[src/hw/rtl/aba_pkg.sv]
// ----------------------------------------------------------------------------
// aba_pkg: shared types and constants of the aligned block allocator
// Word formats, slot map codes, command and status codes, control states.
// ----------------------------------------------------------------------------
package aba_pkg;

  // Default sizing of the slot map
  localparam int NUM_SLOTS_DEF       = 1024;
  localparam int SLOT_BYTES_DEF      = 32;
  localparam int MAX_ALLOC_BYTES_DEF = 2048;

  // Field widths
  localparam int LEN_W = 13;
  localparam int IDX_W = 10;
  localparam int POS_W = 4;   // holds a bit position of a length word

  // Slot map layout: WORD_SLOTS slots of SLOT_W bits in one memory word
  localparam int SLOT_W     = 2;
  localparam int WORD_SLOTS = 32;
  localparam int WS_LOG     = $clog2(WORD_SLOTS);
  localparam int KSEL_W     = $clog2(WS_LOG + 1);

  localparam logic [SLOT_W-1:0] SLOT_UNUSED = 2'd0;
  localparam logic [SLOT_W-1:0] SLOT_USED   = 2'd1;
  localparam logic [SLOT_W-1:0] SLOT_CONT   = 2'd2;

  localparam logic CMD_ALLOC = 1'b0;
  localparam logic CMD_FREE  = 1'b1;

  localparam logic STATUS_OK   = 1'b0;
  localparam logic STATUS_FAIL = 1'b1;

  typedef struct packed {
    logic             cmd;
    logic [LEN_W-1:0] length_bytes;
    logic [IDX_W-1:0] slot_index;
  } in_word_t;

  typedef struct packed {
    logic             status;
    logic [IDX_W-1:0] result_index;
  } out_word_t;

  typedef enum logic [2:0] {
    ST_CLEAR,
    ST_IDLE,
    ST_SCAN,
    ST_MARK,
    ST_DONE
  } state_t;

endpackage

[src/hw/rtl/aligned_block_allocator.sv]
// ----------------------------------------------------------------------------
// aligned_block_allocator: power-of-two aligned run allocator over a slot map
// Steps: a bad request goes straight from accept to the done state. Allocate reads one map word
//   (32 slots) a cycle from word 0, free from the word of slot_index on, until the scan
//   ends; a run of n slots wider than a word is then written as n/32 map words.
// Requests: one at a time; in_ready stays low until the result word is loaded.
// Reset: a clearing pass writes NUM_SLOTS/32 words with in_ready low.
// ----------------------------------------------------------------------------
module aligned_block_allocator #(
  parameter int NUM_SLOTS       = aba_pkg::NUM_SLOTS_DEF,
  parameter int SLOT_BYTES      = aba_pkg::SLOT_BYTES_DEF,
  parameter int MAX_ALLOC_BYTES = aba_pkg::MAX_ALLOC_BYTES_DEF
) (
  input  logic              clk,
  input  logic              rst_n,
  input  logic              in_valid,
  output logic              in_ready,
  input  aba_pkg::in_word_t in_data,
  output logic              out_valid,
  input  logic              out_ready,
  output aba_pkg::out_word_t out_data
);

  localparam int WS         = aba_pkg::WORD_SLOTS;
  localparam int WS_LOG     = aba_pkg::WS_LOG;
  localparam int SW         = aba_pkg::SLOT_W;
  localparam int WORD_W     = WS * SW;
  localparam int NUM_WORDS  = (NUM_SLOTS + WS - 1) / WS;
  localparam int WADDR_W    = $clog2(NUM_WORDS);
  localparam int WCNT_W     = $clog2(NUM_WORDS + 1);
  localparam int SLOT_SHIFT = $clog2(SLOT_BYTES);
  localparam int POS_W      = aba_pkg::POS_W;
  localparam int LEN_W      = aba_pkg::LEN_W;
  localparam int IDX_W      = aba_pkg::IDX_W;
  localparam int KSEL_W     = aba_pkg::KSEL_W;

  localparam logic [WADDR_W-1:0] LAST_WORD = WADDR_W'(NUM_WORDS - 1);
  localparam logic [WORD_W-1:0]  WORD_CONT = {WS{aba_pkg::SLOT_CONT}};
  localparam logic [WORD_W-1:0]  WORD_HEAD = {{(WS-1){aba_pkg::SLOT_CONT}},
                                              aba_pkg::SLOT_USED};

  // --------------------------------------------------------------------------
  // Control and request registers
  // --------------------------------------------------------------------------
  aba_pkg::state_t    state_r, state_nxt;
  logic               cmd_r, cmd_nxt;
  logic [POS_W-1:0]   k_r, k_nxt;            // log2 of the run length in slots
  logic [IDX_W-1:0]   idx_r, idx_nxt;        // start slot of a free
  logic [WCNT_W-1:0]  iss_r, iss_nxt;        // next map word to read
  logic               dvld_r, dvld_nxt;      // read data is for a scan word
  logic [WADDR_W-1:0] dword_r, dword_nxt;    // word that the read data holds
  logic               run_ok_r, run_ok_nxt;  // multi-word run still free
  logic [WADDR_W-1:0] gstart_r, gstart_nxt;  // first word of current group
  logic [WADDR_W-1:0] addr_r, addr_nxt;      // clear / mark write pointer
  logic [WADDR_W-1:0] mark_end_r, mark_end_nxt;
  aba_pkg::out_word_t res_r, res_nxt;
  logic               out_valid_r, out_valid_nxt;
  aba_pkg::out_word_t out_data_r, out_data_nxt;

  // Map memory ports
  logic               wr_en, rd_en;
  logic [WADDR_W-1:0] wr_addr;
  logic [WORD_W-1:0]  wr_data, rd_data;

  aba_ram #(
    .WIDTH (WORD_W),
    .DEPTH (NUM_WORDS)
  ) u_map (
    .clk     (clk),
    .wr_en   (wr_en),
    .wr_addr (wr_addr),
    .wr_data (wr_data),
    .rd_en   (rd_en),
    .rd_addr (WADDR_W'(iss_r)),
    .rd_data (rd_data)
  );

  // --------------------------------------------------------------------------
  // Request check at accept
  // --------------------------------------------------------------------------
  logic             in_acc;
  logic [LEN_W-1:0] len;
  logic [POS_W-1:0] len_pos;
  logic [POS_W-1:0] k_in;
  logic             len_ok, idx_ok, req_bad;

  assign in_acc = in_valid && in_ready;
  assign len    = in_data.length_bytes;

  // Length is one-hot when it passes, so the set bit gives log2
  always_comb begin
    len_pos = '0;
    for (int b = 0; b < LEN_W; b++) begin
      if (len[b]) begin
        len_pos = POS_W'(b);
      end
    end
  end

  always_comb begin
    k_in   = POS_W'(32'(len_pos) - 32'(SLOT_SHIFT));
    len_ok = (32'(len) >= 32'(SLOT_BYTES)) && (32'(len) <= 32'(MAX_ALLOC_BYTES)) &&
             ((len & (len - LEN_W'(1))) == '0) &&
             ((32'd1 << k_in) <= 32'(NUM_SLOTS));
    idx_ok  = 32'(in_data.slot_index) < 32'(NUM_SLOTS);
    req_bad = (in_data.cmd == aba_pkg::CMD_ALLOC) ? !len_ok : !idx_ok;
  end

  // --------------------------------------------------------------------------
  // Decode the word under scan; slots past the map end are neither free
  // nor continue, so runs never reach past it and a free chain stops there
  // --------------------------------------------------------------------------
  logic [WS-1:0] free_v, cont_v;

  always_comb begin
    for (int j = 0; j < WS; j++) begin
      free_v[j] = (((32'(dword_r) << WS_LOG) + 32'(j)) < 32'(NUM_SLOTS)) &&
                  (rd_data[SW*j +: SW] == aba_pkg::SLOT_UNUSED);
      cont_v[j] = (((32'(dword_r) << WS_LOG) + 32'(j)) < 32'(NUM_SLOTS)) &&
                  (rd_data[SW*j +: SW] == aba_pkg::SLOT_CONT);
    end
  end

  // Aligned group free tree: level L tells whether each run of 2^L is free
  logic [WS_LOG:0][WS-1:0] lvl;
  logic [KSEL_W-1:0]       ksel;
  logic                    is_small;
  logic [WS-1:0]           grp;

  assign ksel     = k_r[KSEL_W-1:0];
  assign is_small = k_r <= POS_W'(WS_LOG);

  always_comb begin
    lvl[0] = free_v;
    for (int l = 1; l <= WS_LOG; l++) begin
      for (int g = 0; g < WS; g++) begin
        if (g < (WS >> l)) begin
          lvl[l][g] = lvl[l-1][2*g] & lvl[l-1][2*g+1];
        end else begin
          lvl[l][g] = 1'b0;
        end
      end
    end
    grp = is_small ? lvl[ksel] : '0;
  end

  // First free group inside the word, and the word with that run marked
  logic [WS_LOG-1:0] gsel, j0;
  logic [WS_LOG:0]   n_small, j_end;
  logic              grp_hit;
  logic [WORD_W-1:0] alloc_word;

  always_comb begin
    gsel = '0;
    for (int g = WS - 1; g >= 0; g--) begin
      if (grp[g]) begin
        gsel = WS_LOG'(g);
      end
    end
    grp_hit = |grp;
    j0      = WS_LOG'(32'(gsel) << ksel);
    n_small = (WS_LOG+1)'(32'd1 << ksel);
    j_end   = {1'b0, j0} + n_small;
    for (int j = 0; j < WS; j++) begin
      if (WS_LOG'(j) == j0) begin
        alloc_word[SW*j +: SW] = aba_pkg::SLOT_USED;
      end else if ((WS_LOG'(j) > j0) && ((WS_LOG+1)'(j) < j_end)) begin
        alloc_word[SW*j +: SW] = aba_pkg::SLOT_CONT;
      end else begin
        alloc_word[SW*j +: SW] = rd_data[SW*j +: SW];
      end
    end
  end

  // Free chain: clear from the start slot (or word start) up to the first
  // slot that is not a continue slot
  logic [WADDR_W-1:0] free_sw;
  logic [WS_LOG-1:0]  fp;
  logic               first_w, free_hit;
  logic [WS-1:0]      stop_cand;
  logic [WS_LOG:0]    stop_pos, lo_pos;
  logic [WORD_W-1:0]  free_word;

  assign free_sw = WADDR_W'(idx_r >> WS_LOG);
  assign fp      = idx_r[WS_LOG-1:0];
  assign first_w = dword_r == free_sw;

  always_comb begin
    for (int j = 0; j < WS; j++) begin
      stop_cand[j] = !cont_v[j] && (!first_w || (WS_LOG'(j) > fp));
    end
    stop_pos = (WS_LOG+1)'(WS);
    for (int j = WS - 1; j >= 0; j--) begin
      if (stop_cand[j]) begin
        stop_pos = (WS_LOG+1)'(j);
      end
    end
    free_hit = |stop_cand;
    lo_pos   = first_w ? {1'b0, fp} : '0;
    for (int j = 0; j < WS; j++) begin
      if (((WS_LOG+1)'(j) >= lo_pos) && ((WS_LOG+1)'(j) < stop_pos)) begin
        free_word[SW*j +: SW] = aba_pkg::SLOT_UNUSED;
      end else begin
        free_word[SW*j +: SW] = rd_data[SW*j +: SW];
      end
    end
  end

  // Multi-word runs: a group of 2^(k-5) words starting on a group boundary
  logic [POS_W-1:0]   gsh;
  logic [WADDR_W-1:0] gmask;
  logic               gfirst, glast, run_ok_now;
  logic [WADDR_W-1:0] gstart_now;

  always_comb begin
    gsh        = k_r - POS_W'(WS_LOG);
    gmask      = WADDR_W'((32'd1 << gsh) - 32'd1);
    gfirst     = (dword_r & gmask) == '0;
    glast      = (dword_r & gmask) == gmask;
    run_ok_now = (gfirst || run_ok_r) && (&free_v);
    gstart_now = gfirst ? dword_r : gstart_r;
  end

  // Scan events
  logic proc, last_w, small_found, big_found, alloc_miss, free_end, out_free;

  always_comb begin
    proc        = (state_r == aba_pkg::ST_SCAN) && dvld_r;
    last_w      = dword_r == LAST_WORD;
    small_found = proc && (cmd_r == aba_pkg::CMD_ALLOC) && is_small && grp_hit;
    big_found   = proc && (cmd_r == aba_pkg::CMD_ALLOC) && !is_small &&
                  glast && run_ok_now;
    alloc_miss  = proc && (cmd_r == aba_pkg::CMD_ALLOC) && last_w &&
                  !small_found && !big_found;
    free_end    = proc && (cmd_r == aba_pkg::CMD_FREE) && (free_hit || last_w);
    out_free    = !out_valid_r || out_ready;
  end

  // --------------------------------------------------------------------------
  // Next state
  // --------------------------------------------------------------------------
  always_comb begin
    state_nxt = state_r;
    unique case (state_r)
      aba_pkg::ST_CLEAR: begin
        if (addr_r == LAST_WORD) begin
          state_nxt = aba_pkg::ST_IDLE;
        end
      end
      aba_pkg::ST_IDLE: begin
        if (in_acc) begin
          state_nxt = req_bad ? aba_pkg::ST_DONE : aba_pkg::ST_SCAN;
        end
      end
      aba_pkg::ST_SCAN: begin
        if (big_found) begin
          state_nxt = aba_pkg::ST_MARK;
        end else if (small_found || alloc_miss || free_end) begin
          state_nxt = aba_pkg::ST_DONE;
        end
      end
      aba_pkg::ST_MARK: begin
        if (addr_r == mark_end_r) begin
          state_nxt = aba_pkg::ST_DONE;
        end
      end
      aba_pkg::ST_DONE: begin
        if (out_free) begin
          state_nxt = aba_pkg::ST_IDLE;
        end
      end
      default: state_nxt = aba_pkg::ST_IDLE;
    endcase
  end

  // --------------------------------------------------------------------------
  // Outputs: memory controls and register next values
  // --------------------------------------------------------------------------
  always_comb begin
    cmd_nxt       = cmd_r;
    k_nxt         = k_r;
    idx_nxt       = idx_r;
    iss_nxt       = iss_r;
    dword_nxt     = WADDR_W'(iss_r);
    run_ok_nxt    = run_ok_r;
    gstart_nxt    = gstart_r;
    addr_nxt      = addr_r;
    mark_end_nxt  = mark_end_r;
    res_nxt       = res_r;
    out_data_nxt  = out_data_r;
    out_valid_nxt = out_valid_r && !out_ready;
    wr_en         = 1'b0;
    wr_addr       = dword_r;
    wr_data       = free_word;
    rd_en         = 1'b0;

    unique case (state_r)
      aba_pkg::ST_CLEAR: begin
        // sweep the map to unused, one word a cycle
        wr_en    = 1'b1;
        wr_addr  = addr_r;
        wr_data  = '0;
        addr_nxt = addr_r + WADDR_W'(1);
      end
      aba_pkg::ST_IDLE: begin
        if (in_acc) begin
          cmd_nxt    = in_data.cmd;
          k_nxt      = k_in;
          idx_nxt    = in_data.slot_index;
          run_ok_nxt = 1'b0;
          iss_nxt    = (in_data.cmd == aba_pkg::CMD_ALLOC) ? '0 :
                       WCNT_W'(in_data.slot_index >> WS_LOG);
          res_nxt    = '{status: aba_pkg::STATUS_FAIL, result_index: '0};
        end
      end
      aba_pkg::ST_SCAN: begin
        // stream reads ahead; a later word is never written before it is read
        rd_en = iss_r < WCNT_W'(NUM_WORDS);
        if (rd_en) begin
          iss_nxt = iss_r + WCNT_W'(1);
        end
        if (proc && (cmd_r == aba_pkg::CMD_ALLOC) && !is_small) begin
          run_ok_nxt = run_ok_now;
          gstart_nxt = gstart_now;
        end
        if (small_found) begin
          wr_en   = 1'b1;
          wr_data = alloc_word;
          res_nxt = '{status: aba_pkg::STATUS_OK,
                      result_index: IDX_W'({dword_r, j0})};
        end
        if (big_found) begin
          addr_nxt     = gstart_now;
          mark_end_nxt = dword_r;
          res_nxt      = '{status: aba_pkg::STATUS_OK,
                           result_index: IDX_W'({gstart_now, WS_LOG'(0)})};
        end
        if (alloc_miss) begin
          res_nxt = '{status: aba_pkg::STATUS_FAIL, result_index: '0};
        end
        if (proc && (cmd_r == aba_pkg::CMD_FREE)) begin
          wr_en = 1'b1;
        end
        if (free_end) begin
          res_nxt = '{status: aba_pkg::STATUS_OK, result_index: idx_r};
        end
      end
      aba_pkg::ST_MARK: begin
        // head word gets the start code, the rest of the run continue codes
        wr_en    = 1'b1;
        wr_addr  = addr_r;
        wr_data  = (addr_r == gstart_r) ? WORD_HEAD : WORD_CONT;
        addr_nxt = addr_r + WADDR_W'(1);
      end
      aba_pkg::ST_DONE: begin
        if (out_free) begin
          out_data_nxt  = res_r;
          out_valid_nxt = 1'b1;
        end
      end
      default: ;
    endcase
  end

  assign dvld_nxt = rd_en;

  always_ff @(posedge clk) begin
    if (!rst_n) begin
      state_r     <= aba_pkg::ST_CLEAR;
      addr_r      <= '0;
      dvld_r      <= 1'b0;
      out_valid_r <= 1'b0;
      run_ok_r    <= 1'b0;
    end else begin
      state_r     <= state_nxt;
      addr_r      <= addr_nxt;
      dvld_r      <= dvld_nxt;
      out_valid_r <= out_valid_nxt;
      run_ok_r    <= run_ok_nxt;
    end
  end

  always_ff @(posedge clk) begin
    cmd_r      <= cmd_nxt;
    k_r        <= k_nxt;
    idx_r      <= idx_nxt;
    iss_r      <= iss_nxt;
    dword_r    <= dword_nxt;
    gstart_r   <= gstart_nxt;
    mark_end_r <= mark_end_nxt;
    res_r      <= res_nxt;
    out_data_r <= out_data_nxt;
  end

  assign in_ready  = state_r == aba_pkg::ST_IDLE;
  assign out_valid = out_valid_r;
  assign out_data  = out_data_r;

  // --------------------------------------------------------------------------
  // Assertions
  // --------------------------------------------------------------------------
  a_no_write_idle: assert property (@(posedge clk) disable iff (!rst_n)
    (state_r == aba_pkg::ST_IDLE || state_r == aba_pkg::ST_DONE) |-> !wr_en)
    else $error("map written while no request is in work");

  a_mark_big_alloc: assert property (@(posedge clk) disable iff (!rst_n)
    (state_r == aba_pkg::ST_MARK) |->
      (cmd_r == aba_pkg::CMD_ALLOC) && (k_r > POS_W'(WS_LOG)))
    else $error("run write pass entered for a request that fits one word");

  a_fail_index_zero: assert property (@(posedge clk) disable iff (!rst_n)
    (out_valid_r && out_data_r.status == aba_pkg::STATUS_FAIL) |->
      (out_data_r.result_index == '0))
    else $error("failed request carries a nonzero index");

  a_result_from_done: assert property (@(posedge clk) disable iff (!rst_n)
    $rose(out_valid_r) |-> $past(state_r) == aba_pkg::ST_DONE)
    else $error("result word loaded outside the done state");

endmodule

[src/hw/rtl/aba_ram.sv]
// ----------------------------------------------------------------------------
// aba_ram: generic single-clock RAM
// One write port, one read port with registered read data.
// ----------------------------------------------------------------------------
module aba_ram #(
  parameter int WIDTH = 64,
  parameter int DEPTH = 32
) (
  input  logic                     clk,
  input  logic                     wr_en,
  input  logic [$clog2(DEPTH)-1:0] wr_addr,
  input  logic [WIDTH-1:0]         wr_data,
  input  logic                     rd_en,
  input  logic [$clog2(DEPTH)-1:0] rd_addr,
  output logic [WIDTH-1:0]         rd_data
);

  logic [WIDTH-1:0] mem [DEPTH];

  always_ff @(posedge clk) begin
    if (wr_en) begin
      mem[wr_addr] <= wr_data;
    end
    if (rd_en) begin
      rd_data <= mem[rd_addr];
    end
  end

endmodule
[config.mk]
export PLATFORM = sky130hd
export DESIGN_NAME = aligned_block_allocator
export DESIGN_NICKNAME = d
export VERILOG_FILES = /design/src/hw/rtl/aba_pkg.sv /design/src/hw/rtl/aligned_block_allocator.sv /design/src/hw/rtl/aba_ram.sv
export SDC_FILE = /design/constraint.sdc
export NUM_CORES = 2
export LEC_CHECK = 0
export ABC_AREA = 1
export BUFFER_PORTS_ARGS = -buffer_cell sky130_fd_sc_hd__buf_4
export CAP_MARGIN = 20
export CELL_PAD_IN_SITES_DETAIL_PLACEMENT = 0
export CELL_PAD_IN_SITES_GLOBAL_PLACEMENT = 2
export CORE_MARGIN = 2
export CORE_UTILIZATION = 35
export CTS_CLUSTER_SIZE = 28
export DETAILED_ROUTE_END_ITERATION = 7
export PLACE_DENSITY = 0.74
export SYNTH_ARGS = -nofsm -noshare
export SYNTH_HDL_FRONTEND = slang
export SYNTH_SLANG_ARGS = --single-unit
[constraint.sdc]
create_clock -name clk -period 8.1 [get_ports clk]
set_input_delay 0 -clock clk [delete_from_list [all_inputs] [get_ports clk]]
set_output_delay 0 -clock clk [all_outputs]
set_load 0.005 [all_outputs]
# Yosys cells after proc, flatten, opt, wreduce, memory -nomap -nowiden
# Memories as Yosys holds them, arrays and structs flattened. A register that Yosys moved wholly into a read port is not among the register bits.
# Index checks and enable logic that the tools add are counted.
# W data, S select, Z words.
dict set report totals {
  ff_bits 69
  mem_bits_rw 2048
  input_bits 28
  out_inout_bits 13
  elab_cells 891
  n_memories 1
}
# memory words word_bits read_ports rd_ports_with_merged_regs write_ports line
set mem_list {}
lappend mem_list {u_map.mem 32 64 1 1 1 aba_ram.sv:18} ;# logic [WIDTH-1:0] mem [DEPTH];
dict set report op_classes {
  n_addsub 38
  magnitude_cmp 198
  eq_ne 82
  shifts 4
  n_mux 213
  n_bitwise 34
  reduce_logical 305
}
# op n
set ops {}
lappend ops {{$lt A11 B11 Y1 const B} 31}
lappend ops {{$mux W6} 34}
lappend ops {{$mux W2} 99}
lappend ops {{$lt A5 B6 Y1 const A} 32}
lappend ops {{$pmux W64 S3} 1}
lappend ops {{$mux W5} 37}
lappend ops {{$logic_and A1 B1 Y1} 178}
lappend ops {{$add A10 B5 Y11 const B} 16}
lappend ops {{$gt A5 B5 Y1 const A} 32}
lappend ops {{$bmux W32 S3} 1}
lappend ops {{$lt A4 B6 Y1 const A} 16}
lappend ops {{$add A10 B4 Y11 const B} 8}
lappend ops {{$eq A5 B5 Y1 const A} 16}
lappend ops {{$ge A5 B5 Y1 const A} 16}
lappend ops {{$gt A4 B5 Y1 const A} 16}
lappend ops {{$eq A2 B2 Y1 const B} 32}
lappend ops {{$logic_not A2 Y1} 32}
lappend ops {{$mux W32} 2}
lappend ops {{$mux W64} 1}
lappend ops {{$reduce_or A32 Y1} 2}
lappend ops {{$mux W11} 5}
lappend ops {{$lt A3 B6 Y1 const A} 8}
lappend ops {{$add A10 B3 Y11 const B} 4}
lappend ops {{$eq A4 B5 Y1 const A} 8}
lappend ops {{other kinds (63)} 247}

# Longest topological paths before layout
dict set report depth {
  depth_word 51
  depth_mapped 57
  depth_no_buf 56
}

# Hierarchy
# A second synthesis with hierarchy kept.
dict set report unflattened {
  cells_unflattened 8428
  area_unflattened_um2 92902.9
}
# module n_inst cells_each area_each_um2
set by_module_without_submodules {}
lappend by_module_without_submodules {aba_ram 1 6768 83662.7}
lappend by_module_without_submodules {aligned_block_allocator 1 1660 9240.1}

# Least setup slack after synthesis
# Ideal clock, no wire load.
dict set report synth_timing {
  path_type {register to register}
  from {register k_r[1]}
  to {memory u_map.mem[0][6], data pin}
  t_arrival_ns 5.656
  path_slack_ns 1.990
  path_stages_with_launch 51
  n_path_buf 2
  cell_sequence {edfxtp_1 -> buf_6 -> nor2_8 -> nand3_4 -> inv_2 -> nand2_1 -> nand2_1 -> nand2_1 -> nand2_1 -> nand2_1 -> nand2_1 -> nand2_1 -> nand2_1 -> nand2_1 -> nand2_1 -> nand2_1 -> nand2_1 -> nand2_1 -> [... 15 more ...] -> nand2_2 -> nand3_1 -> nand2_2 -> buf_6 -> ha_1 -> a21oi_1 -> nor2_1 -> nor2_1 -> xor2_1 -> nor2_1 -> inv_1 -> nor2_1 -> inv_1 -> nor2_1 -> inv_1 -> nand4_1 -> a22oi_1 -> o21ai_0}
}
dict set report synth_via {
  elab_chain_cells 43
  word_cells_on_any_way 50
}
# item line
set synth_lines {}
lappend synth_lines {{start: declaration} aligned_block_allocator.sv:47} ;# logic [POS_W-1:0] k_r, k_nxt;
lappend synth_lines {{start signal: assignment} aligned_block_allocator.sv:385} ;# k_r <= k_nxt;
lappend synth_lines {{$bmux W32 S3} aligned_block_allocator.sv:144} ;# grp = is_small ? lvl[ksel] : '0;
lappend synth_lines {{$mux W32 (implied by the code)} aligned_block_allocator.sv:144}
lappend synth_lines {{$mux W32} aligned_block_allocator.sv:144}
lappend synth_lines {{$mux W5 (32 in a row)} aligned_block_allocator.sv:156} ;# if (grp[g]) begin
lappend synth_lines {{$shl A5 B3 Y5} aligned_block_allocator.sv:161} ;# j0 = WS_LOG'(32'(gsel) << ksel);
lappend synth_lines {{$add A5 B6 Y6} aligned_block_allocator.sv:163} ;# j_end = {1'b0, j0} + n_small;
lappend synth_lines {{$lt A2 B6 Y1} aligned_block_allocator.sv:167} ;# end else if ((WS_LOG'(j) > j0) && ((WS_LOG+1)'(j) < j_end)) begin
lappend synth_lines {{$logic_and A1 B1 Y1} aligned_block_allocator.sv:167}
lappend synth_lines {{$mux W2} aligned_block_allocator.sv:167}
lappend synth_lines {{$mux W2} aligned_block_allocator.sv:165} ;# if (WS_LOG'(j) == j0) begin
lappend synth_lines {{$mux W64 *} aligned_block_allocator.sv:326} ;# if (small_found) begin
lappend synth_lines {{$pmux W64 S3 *} aligned_block_allocator.sv:297} ;# unique case (state_r)
lappend synth_lines {{net u_map.wr_data[6]} aba_ram.sv:12} ;# input logic [WIDTH-1:0] wr_data,
lappend synth_lines {{end: declaration} aba_ram.sv:18}
# The timed path passes the listed nets; every way through them passes the cells marked *. The select of a mux whose other input is x is not followed.

# Final worst setup path
dict set report layout_timing {
  from {register k_r[1]}
  to {memory u_map.mem[23][35], data pin}
}
dict set report layout_via {
  elab_chain_cells 43
  word_cells_on_any_way 50
}
# item line
set layout_lines {}
lappend layout_lines {{$bmux W32 S3} aligned_block_allocator.sv:144}
lappend layout_lines {{$mux W32 (implied by the code)} aligned_block_allocator.sv:144}
lappend layout_lines {{$mux W32} aligned_block_allocator.sv:144}
lappend layout_lines {{$mux W5 (32 in a row)} aligned_block_allocator.sv:156}
lappend layout_lines {{$shl A5 B3 Y5} aligned_block_allocator.sv:161}
lappend layout_lines {{$add A5 B6 Y6} aligned_block_allocator.sv:163}
lappend layout_lines {{$lt A5 B6 Y1} aligned_block_allocator.sv:167}
lappend layout_lines {{$logic_and A1 B1 Y1} aligned_block_allocator.sv:167}
lappend layout_lines {{$mux W2} aligned_block_allocator.sv:167}
lappend layout_lines {{$mux W2} aligned_block_allocator.sv:165}
lappend layout_lines {{$mux W64 *} aligned_block_allocator.sv:326}
lappend layout_lines {{$pmux W64 S3 *} aligned_block_allocator.sv:297}
lappend layout_lines {{net u_map.wr_data[35]} aba_ram.sv:12}
# Marked as above.

==> flow_metrics.env <==
export IMPL_status="complete, no violations"
export IMPL_htreeDepth=4
export IMPL_rsz0062_at_grt="false"
export IMPL_ctsResizeCount=0
export IMPL_clock_latency_ps=910
export IMPL_slew_viol_final=0
export IMPL_seq_area_frac_synth_pct=72.84
export IMPL_cts_buffers=222
export IMPL_final_common_cell="edfxtp_1"
export IMPL_max_slew_margin_rel_pct=22.71
export IMPL_required_ps=8600
export IMPL_final_layout_size_suffix_gt1_share_pct=9.537
export IMPL_drt_first_pass_iters=6
export IMPL_wire_per_inst_um=28.71
export IMPL_drtIter0Drc=7890
export IMPL_worstSetupPathType="reg2reg"
export IMPL_grt_overflow=0
export IMPL_place_area_um2=94840
export IMPL_yosysWarningCount=0
export IMPL_cts_hold_buf=38
export IMPL_rows=185
export IMPL_fmax_mhz=142.6
export IMPL_dieArea_um2=260300
export IMPL_gp_congestion=0.9396
export IMPL_num_nets_final=7346
export IMPL_cts_root_buf="clkbuf_16"
export IMPL_syn_instance_count=7268
export IMPL_skew_ps=76.28
export IMPL_grt_pass1_vias=57891
export IMPL_grt_usage_pct=23.45
export IMPL_synthArstFlopShare_pct=0
export IMPL_cts_setup_buffers=0
export IMPL_antenna_found_initial=6
export IMPL_setup_tns_ps=0
export IMPL_synth_fp_nets=7309
export IMPL_layout_common_cells="edfxtp_1, nor2_1, o21ai_0"
export IMPL_path_max_fanout=32
export IMPL_crit_path_frequent_cell="nand2_1"
export IMPL_synth_area_per_cell_um2=12.34
export IMPL_synth_flop_cell="edfxtp_1"
export IMPL_grt_pass1_wl_mm=437.8
export IMPL_worst_slew_pin_slew_ps=1156
export IMPL_pin_count=41
export IMPL_area_delta_synth_final_pct=14.46
export IMPL_drc=0
export IMPL_viasPerCell=5.708
export IMPL_ys_ff_latch=2181
export IMPL_drt_total_wl_mm=311.9
export IMPL_slowest_delay_ps=810
export IMPL_die_y_um=510.2
export IMPL_coreArea_um2=254400
export IMPL_power_density_nw_per_um2=274.9
export IMPL_final_cell_area_um2=102700
export IMPL_cp_end_kind="flip-flop"
export IMPL_cap_violations=0
export IMPL_synth_edf_count=2165
export IMPL_synth_cell_area_um2=89690
export IMPL_ys_types=63
export IMPL_p_leak_uw=0.03364
export IMPL_min_period_ps=7014
export IMPL_grt_max_degree=174
export IMPL_hpwlAfterDp_mm=167.2
export IMPL_hold_violations=0
export IMPL_die_w_um=510.2
export IMPL_crit_arrival_ps=7510
export IMPL_critPathLaunchType="flip-flop"
export IMPL_start_util_pct=35.26
export IMPL_ir_worst_vdd_v=0.0001837
export IMPL_num_fill_cells=23633
export IMPL_ant_nets=0
export IMPL_setup_viol=0
export IMPL_clk_path_buf_depth=3
export IMPL_port_buffers=40
export IMPL_num_vias=62021
export IMPL_cts_sinks=2181
export IMPL_slowest_stage="nand2_1"
export IMPL_cts_clk_slew_worst_paths_ps=60
export IMPL_cts_tree="built"
export IMPL_hold_class="in2reg"
export IMPL_period_share_pct=86.59
-- power by group --
group	switching (uW)	total, uW	internal (uW)
logic	3160	3930	765
clock network	4430	10200	5740
registers	233	14100	13900
-- Yosys cell counts (3+ instances only) --
| cell | n | area, um2 |
|---|---|---|
| nor2_1 | 1318 | 4947 |
| o2111ai_1 | 5 | 43.79 |
| o21bai_1 | 8 | 60.06 |
| edfxtp_1 | 2165 | 65010 |
| ha_1 | 12 | 150.1 |
| nand3b_1 | 3 | 22.52 |
| nor2_2 | 12 | 75.07 |
| nand3_2 | 5 | 50.05 |
| a211oi_1 | 7 | 52.55 |
| nand2_4 | 4 | 45.04 |
| o21ai_2 | 10 | 87.58 |
| clkinv_1 | 6 | 22.52 |
| inv_2 | 18 | 67.56 |
| a31o_2 | 5 | 43.79 |
| a32oi_1 | 35 | 306.5 |
| a32o_1 | 3 | 30.03 |
| o21ai_0 | 1148 | 5746 |
| a221o_1 | 8 | 80.08 |
| o221ai_1 | 168 | 1471 |
| clkbuf_1 | 435 | 1633 |
| nand3_1 | 207 | 1036 |
| buf_1 | 19 | 71.32 |
| nor2_4 | 7 | 78.83 |
| a21boi_0 | 8 | 60.06 |
| or2_2 | 3 | 18.77 |
| nand2_1 | 657 | 2466 |
| nor3_1 | 38 | 190.2 |
| dfxtp_1 | 16 | 320.3 |
| nand4_1 | 22 | 137.6 |
| o211ai_1 | 29 | 217.7 |
| xnor2_1 | 5 | 43.79 |
| xor2_1 | 12 | 105.1 |
| o21ai_1 | 26 | 130.1 |
| inv_1 | 202 | 758.2 |
| a21oi_1 | 133 | 665.6 |
| o22ai_1 | 362 | 2265 |
| o31ai_1 | 5 | 37.54 |
| a221oi_1 | 48 | 420.4 |
| buf_2 | 12 | 60.06 |
| nand2_2 | 9 | 56.30 |
| a31oi_1 | 37 | 231.5 |
| a41oi_1 | 8 | 70.07 |
-- flip-flops by register name, indices dropped and copies added (netlist names) --
register / count
k_r: 4
out_data: 11
iss_r: 6
res_r: 11
cmd_r: 1
idx_r: 10
addr_r: 5
dword_r: 5
run_ok_r: 1
mark_end_r: 5
dvld_r: 1
gstart_r: 5
u_map.mem: 2048
state_r: 3
u_map.rd_data: 64
out_valid: 1
-- worst paths after layout --
kind                     from                end  slack [ps]  cells after the start
hold reg to reg      res_r[6]        out_data[6]         420                      0
setup reg to reg       k_r[1]  u_map.mem[23][35]        1090                     55
setup / recovery       k_r[1]  u_map.mem[23][35]        1090                     55
hold / removal    in_data[20]             k_r[1]         140                      5
-- cell families after synthesis --
family	after synthesis	synth area share, %
AOI/OAI and AO/OA	2066	13.54
xor gates and xnor gates	17	0.1660
adders and majority gates	13	0.1897
buffers and inverters	698	2.968
DFF	2181	72.84
and+or+nand+nor	2293	10.29
-- stage by stage --
| stage | power (uW) | util (%) | std cells | hold WS, ps | setup slack [ps] |
|---|---|---|---|---|---|
| after floorplan | 16250 | - | 7268 | 98.87 | 1990 |
| after CTS | 28320 | 40.26 | 10850 | 78.57 | 1138 |
| after global placement | 18160 | 37.24 | 10389 | 180.6 | 969.3 |
| after detailed placement | 18220 | 37.28 | 10396 | 180.1 | 1197 |
| final | 28230 | 40.36 | 10865 | 136.5 | 1086 |
| after global routing | 29060 | 40.36 | 10864 | 127.6 | 475.6 |
-- cell type report --
type,instances,area (um2),share of cell area [%]
antenna,2,5.005,0.004875
clock buffer,280,5858,5.706
clock inverter,136,1333,1.298
inverter,228,893.4,0.8702
multi-input combinational,4389,22060,21.49
sequential,2181,65330,63.64
tap,3366,4212,4.102
timing repair buffer,283,2968,2.891
-- layer usage --
layer	vias to the layer above	track usage (%)	routed length, um
li1	27112	-	-
met5	-	0	0
met3	428	3.217	22480
met1	31880	33.57	136400
met2	2601	37.47	145200
met4	0	6.236	7849
-- worst max-delay path: cells and delay by family (launching register included) --
kind	cells	cell delay, ps
buffers and inverters	5	730
DFF	1	630
AOI/OAI and AO/OA	2	240
and+or+nand+nor	46	4270
adders and majority gates	1	250
xor gates and xnor gates	1	490
No activity file was read; power rests on OpenSTA's default activity.
